$ cat config.mk
export PLATFORM = sky130hd
export DESIGN_NAME = mvc_final
export DESIGN_NICKNAME = d
export VERILOG_FILES = /design/src/design/mvc_pkg.sv /design/src/design/mvc_final.sv
export VERILOG_INCLUDE_DIRS = /design/src /design/src/design
export SDC_FILE = /design/constraint.sdc
export NUM_CORES = 2
export LEC_CHECK = 0
export ABC_AREA = 1
export BUFFER_PORTS_ARGS = -buffer_cell sky130_fd_sc_hd__buf_2
export CORE_ASPECT_RATIO = 1.2
export CORE_UTILIZATION = 49
export DETAILED_ROUTE_END_ITERATION = 10
export GPL_ROUTABILITY_DRIVEN = 0
export PLACE_DENSITY = 0.66
export SETUP_SLACK_MARGIN = 0.1
export SLEW_MARGIN = 15
export SYNTH_ARGS = -nofsm -noshare
export SYNTH_HDL_FRONTEND = slang
export SYNTH_SLANG_ARGS = --single-unit
$ cat constraint.sdc
create_clock -name clk -period 26.6 [get_ports clk]
set_input_delay 1.33 -clock clk [delete_from_list [all_inputs] [get_ports clk]]
set_output_delay 1.33 -clock clk [all_outputs]
set_load 0.01 [all_outputs]
$ cat src/design/mesh_volume_centroid_defines.svh
// ---------------------------------------------------------------------------
// Mesh volume/centroid assertion macros
// Shared concurrent assertion wrappers, clocked on clk, off during reset.
// ---------------------------------------------------------------------------
`ifndef MESH_VOLUME_CENTROID_DEFINES_SVH
`define MESH_VOLUME_CENTROID_DEFINES_SVH

// same-cycle implication
`define MVC_ASSERT_IMP(lbl, ante, cons, msg) \
	lbl: assert property (@(posedge clk) disable iff (!arst_n) (ante) |-> (cons)) \
		else $error(msg);

// next-cycle implication
`define MVC_ASSERT_NXT(lbl, ante, cons, msg) \
	lbl: assert property (@(posedge clk) disable iff (!arst_n) (ante) |=> (cons)) \
		else $error(msg);

`endif

$ cat src/design/mvc_pkg.sv
// ---------------------------------------------------------------------------
// mvc_pkg
// Widths, beat types and finisher states for the mesh volume/centroid block.
// ---------------------------------------------------------------------------
package mvc_pkg;

	localparam int COORD_BITS   = 16;
	localparam int MOMENT_SHIFT = 16;
	localparam int QUEUE_DEPTH  = 4;
	localparam int QA_W         = $clog2(QUEUE_DEPTH);

	// one triangle, coordinates already cut to COORD_BITS (two's complement)
	typedef struct packed {
		logic [COORD_BITS-1:0] ax;
		logic [COORD_BITS-1:0] ay;
		logic [COORD_BITS-1:0] az;
		logic [COORD_BITS-1:0] bx;
		logic [COORD_BITS-1:0] by;
		logic [COORD_BITS-1:0] bz;
		logic [COORD_BITS-1:0] cx;
		logic [COORD_BITS-1:0] cy;
		logic [COORD_BITS-1:0] cz;
		logic                  last;
	} tri_t;

	// accumulator snapshot handed to the finisher at end of mesh
	typedef struct packed {
		logic [63:0] vol;
		logic [63:0] mx;
		logic [63:0] my;
		logic [63:0] mz;
		logic        ovf;
	} snap_t;

	typedef enum logic [1:0] {
		FIN_IDLE,
		FIN_VDIV,
		FIN_CDIV,
		FIN_DONE
	} fin_state_t;

endpackage

$ cat src/design/mvc_final.sv
// ---------------------------------------------------------------------------
// mvc_final
// End-of-mesh finisher: volume/6 in four reciprocal digit steps, then three
// serial centroid divides, skipped when the volume is zero.
// ---------------------------------------------------------------------------
module mvc_final import mvc_pkg::*; (
	input  logic               clk,
	input  logic               arst_n,
	input  logic               snap_valid,
	input  snap_t              snap,
	output logic               snap_ready,
	output logic               out_valid,
	input  logic               out_ready,
	output logic signed [63:0] volume,
	output logic signed [15:0] centroid_x,
	output logic signed [15:0] centroid_y,
	output logic signed [15:0] centroid_z,
	output logic               zero_volume,
	output logic               overflowed
);

	`include "mesh_volume_centroid_defines.svh"

	localparam int NW  = 64 + MOMENT_SHIFT;
	localparam int DSW = 64 + 2 + 17;
	localparam int RW  = (NW > DSW) ? NW : DSW;
	localparam logic [5:0] VDIV_LAST = 6'd3;
	localparam logic [5:0] CD_LOAD   = 6'd0;
	localparam logic [5:0] CD_BIG    = 6'd1;
	localparam logic [5:0] CD_WB     = 6'd19;
	localparam logic [1:0] AX_LAST   = 2'd2;
	// ceil(2^19/3): exact divide by three for 18-bit dividends
	localparam logic [17:0] RECIP3   = 18'h2AAAB;

	function automatic logic [63:0] mag64(input logic [63:0] a);
		return a[63] ? (64'd0 - a) : a;
	endfunction

	fin_state_t st_q, st_d;
	snap_t      snap_q;
	logic [5:0] cnt_q;
	logic [1:0] axis_q;
	logic [63:0] vm_q, vq_q;
	logic [1:0]  vr_q;
	logic [RW-1:0] rem_q, dsh_q;
	logic [16:0] cq_q;
	logic        big_q;

	logic [17:0] vt;
	logic [35:0] vprod;
	logic [15:0] vqd;
	logic [17:0] vrw;
	logic [63:0] am;
	logic        rge;
	logic [17:0] qm;
	logic        cneg;
	logic [15:0] cres;
	logic        vol_zero;

	assign vol_zero = (snap_q.vol == '0);

	always_comb begin
		// |vol|/6 = (|vol|>>1)/3, long division by three on 16-bit digits
		vt    = {vr_q, vm_q[63:48]};
		vprod = vt * RECIP3;
		vqd   = vprod[34:19];
		vrw   = vt - ({1'b0, vqd, 1'b0} + {2'b0, vqd});
		case (axis_q)
			2'd0:    am = snap_q.mx;
			2'd1:    am = snap_q.my;
			default: am = snap_q.mz;
		endcase
		rge  = (rem_q >= dsh_q);
		qm   = big_q ? 18'h10000 : {1'b0, cq_q};
		cneg = am[63] ^ snap_q.vol[63];
		if (cneg) cres = (qm > 18'd32768) ? 16'h8000 : 16'(18'd0 - qm);
		else      cres = (qm > 18'd32767) ? 16'h7fff : qm[15:0];
	end

	// next state
	always_comb begin
		st_d = st_q;
		case (st_q)
			FIN_IDLE: if (snap_valid) st_d = FIN_VDIV;
			FIN_VDIV: if (cnt_q == VDIV_LAST) st_d = FIN_CDIV;
			FIN_CDIV: begin
				if (cnt_q == CD_LOAD && vol_zero) st_d = FIN_DONE;
				else if (cnt_q == CD_WB && axis_q == AX_LAST) st_d = FIN_DONE;
			end
			FIN_DONE: if (out_ready) st_d = FIN_IDLE;
			default:  st_d = FIN_IDLE;
		endcase
	end

	// handshake outputs
	always_comb begin
		snap_ready = (st_q == FIN_IDLE);
		out_valid  = (st_q == FIN_DONE);
	end

	always_ff @(posedge clk or negedge arst_n) begin
		if (!arst_n) begin
			st_q   <= FIN_IDLE;
			cnt_q  <= '0;
			axis_q <= '0;
		end else begin
			st_q <= st_d;
			case (st_q)
				FIN_IDLE: begin
					cnt_q  <= '0;
					axis_q <= '0;
				end
				FIN_VDIV: begin
					if (cnt_q == VDIV_LAST) cnt_q <= '0;
					else cnt_q <= cnt_q + 1'b1;
				end
				FIN_CDIV: begin
					if (cnt_q == CD_WB) begin
						cnt_q  <= '0;
						axis_q <= axis_q + 1'b1;
					end else begin
						cnt_q <= cnt_q + 1'b1;
					end
				end
				default: cnt_q <= '0;
			endcase
		end
	end

	always_ff @(posedge clk) begin
		case (st_q)
			FIN_IDLE: begin
				snap_q <= snap;
				vm_q   <= mag64(snap.vol) >> 1;
				vq_q   <= '0;
				vr_q   <= '0;
			end
			FIN_VDIV: begin
				vr_q <= vrw[1:0];
				vq_q <= {vq_q[47:0], vqd};
				vm_q <= {vm_q[47:0], 16'd0};
			end
			FIN_CDIV: begin
				if (cnt_q == CD_LOAD) begin
					rem_q <= RW'(mag64(am)) << MOMENT_SHIFT;
					dsh_q <= RW'(mag64(snap_q.vol)) << 19;
					cq_q  <= '0;
					big_q <= 1'b0;
					if (axis_q == 2'd0) begin
						volume      <= snap_q.vol[63] ? (64'd0 - vq_q) : vq_q;
						zero_volume <= vol_zero;
						overflowed  <= snap_q.ovf;
						centroid_x  <= '0;
						centroid_y  <= '0;
						centroid_z  <= '0;
					end
				end else if (cnt_q == CD_WB) begin
					case (axis_q)
						2'd0:    centroid_x <= cres;
						2'd1:    centroid_y <= cres;
						default: centroid_z <= cres;
					endcase
				end else begin
					if (rge) rem_q <= rem_q - dsh_q;
					dsh_q <= dsh_q >> 1;
					if (cnt_q == CD_BIG) big_q <= rge;
					else cq_q <= {cq_q[15:0], rge};
				end
			end
			default: ;
		endcase
	end

	`MVC_ASSERT_NXT(a_start_div, st_q == FIN_IDLE && snap_valid, st_q == FIN_VDIV, "no start")
	`MVC_ASSERT_IMP(a_axis_range, st_q == FIN_CDIV, axis_q != 2'd3, "axis out of range")
	`MVC_ASSERT_IMP(a_zero_centroid, out_valid && zero_volume, {centroid_x, centroid_y, centroid_z} == '0, "centroid set")

endmodule

==> results.json <==
{
  "postCtsSetupBuffers": 0,
  "htreeDepth": 3,
  "antenna_found_initial": 9,
  "grt_max_degree": 90,
  "yosys-top-cells-area": "edfxtp_1 (43%), nand2_1 (13%), inv_1 (7.6%)",
  "whs_ns": 0.421,
  "synthArstFlopShare": 0.0144,
  "hold_buffers": 0,
  "cts_root_buf": "clkbuf_16",
  "period_minus_slack_ns": 6.10,
  "die_area_sq_um": 99900,
  "drt-initial-drc-count": 3994,
  "cp_slowest_cell": "edfxtp_1",
  "fmax_ghz": 0.164,
  "ys_seq_area_frac": 0.431,
  "fp.dieW_um": 289,
  "finalSetupTns_ns": 0,
  "crit_path_max_incr_delay_ns": 0.61,
  "seqCellArea_sq_um": 20800,
  "clockBufferDepth": 3,
  "timing.critical_path.buf_inv": 5,
  "required_ns": 26.98,
  "post-dp-hpwl_mm": 116,
  "crit_arrival_ns": 6.48,
  "syn_area_sq_um": 48300,
  "finalCritPeriodShare": 0.229,
  "met2_usage": 0.500,
  "die_y_um": 346,
  "critical-path-top-delay-family": "adder cells",
  "wirelength_mm": 147,
  "syn_nets": 6737,
  "area_growth_pct": 11.9,
  "avgSynthCellArea_sq_um": 7.91,
  "ys_warn_count": 0,
  "grt_use_total": 0.295,
  "fin_skew_ns": 0.0330,
  "cts_tree": "built",
  "drc_errors": 0,
  "path_max_fanout": 10,
  "clock_sinks": 695,
  "fill_cells": 9196,
  "multiInputGateArea_sq_um": 23300,
  "tightest_slew_ns": 1.20,
  "setup_viol": 0,
  "rsz0062_at_grt": "no",
  "synth_top_area_share": 0.426,
  "endpoint_kind": "register",
  "cap_violations": 0,
  "grt-ovfl-total": 0,
  "crit_type": "register to register",
  "start_util": 0.497,
  "wl_per_cell_um": 18.8,
  "portBuffers": 376,
  "clkTransAtPathRegs_ns": 0.06,
  "relSlewSlack": 0.190,
  "drt-vias-per-instance": 5.39,
  "gr-max-usage-layer": "met2",
  "hp-class": "register to register",
  "grt_pass1_wl_mm": 227,
  "io-pin-count": 377,
  "ys_ff_latch": 695,
  "startpoint_type": "register",
  "grtUsageMet1": 0.373,
  "status": "finished, final reports clean",
  "layout.nets": 7101,
  "synth_cell_types": 54,
  "vias": 42100,
  "core_area_sq_um": 97300,
  "first_pass_iters": 7,
  "synth_ff_type": "edfxtp_1",
  "grt_pass1_vias": 40900,
  "synth_top_area_cell": "edfxtp_1",
  "ant_nets": 0,
  "clk_latency_ns": 0.64,
  "hold_violations": 0,
  "core.rowCount": 125,
  "ctsResizeCount": 0,
  "synth_edf_count": 685,
  "synth_cells": 6111,
  "layout-drive-gt1-share": 0.0914,
  "report.final.slew_viol_count": 0,
  "r2r_slack_ns": 20.50,
  "cts_made_buffers": 75,
  "grtUsageMet3": 0.0374
}
-- registers in the layout, summed over array words and instances (netlist names), 6 cells and up --
name and cells:
cq_q 17, cnt_q 6, snap_q 257, vm_q 64
centroid_y 16, volume 64, centroid_z 16, dsh_q 83
centroid_x 16, vq_q 64, rem_q 83
-- synth_stat cells (5+ instances only) --
| cell type | count |
|---|---|
| o22ai_1 | 7 |
| nand3b_1 | 32 |
| nor3_1 | 69 |
| a21o_1 | 12 |
| buf_6 | 10 |
| inv_1 | 980 |
| buf_2 | 18 |
| o21ai_2 | 8 |
| o31ai_1 | 15 |
| xor2_1 | 98 |
| a21oi_1 | 297 |
| xnor2_1 | 31 |
| o21a_1 | 15 |
| o21ai_1 | 14 |
| nor2_4 | 6 |
| edfxtp_1 | 685 |
| o211ai_1 | 9 |
| a21oi_2 | 8 |
| o21bai_1 | 16 |
| o21ai_0 | 308 |
| dfrtp_1 | 10 |
| nand2_1 | 1725 |
| nor2_2 | 12 |
| nor2_1 | 722 |
| buf_1 | 13 |
| a31oi_1 | 12 |
| nand2_2 | 11 |
| fa_1 | 108 |
| nand4_1 | 87 |
| clkbuf_1 | 67 |
| or2_2 | 15 |
| nor4_1 | 24 |
| ha_1 | 257 |
| nand3_1 | 365 |
| buf_4 | 5 |
-- worst paths after layout --
check | depth (start not counted) | end | start
setup / recovery | 26 | vr_q[1]$_SDFFCE_PN0P_ | vm_q[49]$_DFFE_PP_
hold / removal | 0 | overflowed$_DFFE_PP_ | snap_q[0]$_DFFE_PP_
setup reg to reg | 26 | vr_q[1]$_SDFFCE_PN0P_ | vm_q[49]$_DFFE_PP_
hold reg to reg | 0 | overflowed$_DFFE_PP_ | snap_q[0]$_DFFE_PP_
min in group asynchronous | 1 | st_q[1]$_DFFE_PN0P_ | arst_n
max in group asynchronous | 1 | cnt_q[5]$_DFF_PN0_ | arst_n
-- layout make-up --
| type | count | share of cell area |
|---|---|---|
| Antenna cell | 6 | 0.000278 |
| Clock buffer | 91 | 0.0368 |
| Clock inverter | 45 | 0.00979 |
| Inverter | 985 | 0.0685 |
| Multi-Input combinational cell | 4318 | 0.432 |
| Sequential cell | 695 | 0.385 |
| Tap cell | 1270 | 0.0294 |
| Timing Repair Buffer | 400 | 0.0381 |
-- stage by stage --
stage / setup slack, ns / std cells / area, sq um / util
2_1_floorplan: 15.95 / 6111 / 48300 / -
3_3_place_gp: 20.55 / 7668 / 51500 / 0.530
3_5_place_dp: 20.50 / 7668 / 51500 / 0.530
4_1_cts: 20.49 / 7804 / 54000 / 0.555
5_1_grt: 19.97 / 7810 / 54100 / 0.556
6_report: 20.50 / 7810 / 54100 / 0.556
-- logic make-up (layout without fill, tap and decap cells) --
logic type | Yosys count | in the layout | share of synthesized area
AOI/OAI and AO/OA | 732 | 732 | 0.0818
xor gates and xnor gates | 129 | 129 | 0.0234
adders and majority gates | 365 | 365 | 0.111
buffers and inverters | 1098 | 1521 | 0.0877
DFF | 695 | 695 | 0.431
other | 0 | 6 | 0
and+or+nand+nor | 3092 | 3092 | 0.265
-- per-layer routing --
metal / share of wire / vias up
li1: - / 20600
met1: 0.41 / 19500
met2: 0.48 / 1560
met3: 0.065 / 355
met4: 0.048 / 4
met5: 0.00018 / -
-- cell usage in the layout, fill, tap and decap left out, drive strengths merged, types with 15 or more instances in the layout --
master / instances
nand2: 1736
nor4: 25
o21a: 15
o31ai: 15
nand4: 87
buf: 400
clkbuf: 91
clkinv: 26
a21oi: 305
xor2: 98
xnor2: 31
edfxtp: 685
fa: 108
ha: 257
nand3b: 32
o21bai: 16
or2: 17
nand3: 369
inv: 988
o21ai: 330
nor3: 72
nor2: 741
Power is not shown: default switching activity piles up to over one toggle a cycle in this logic, so the estimate is an artifact.
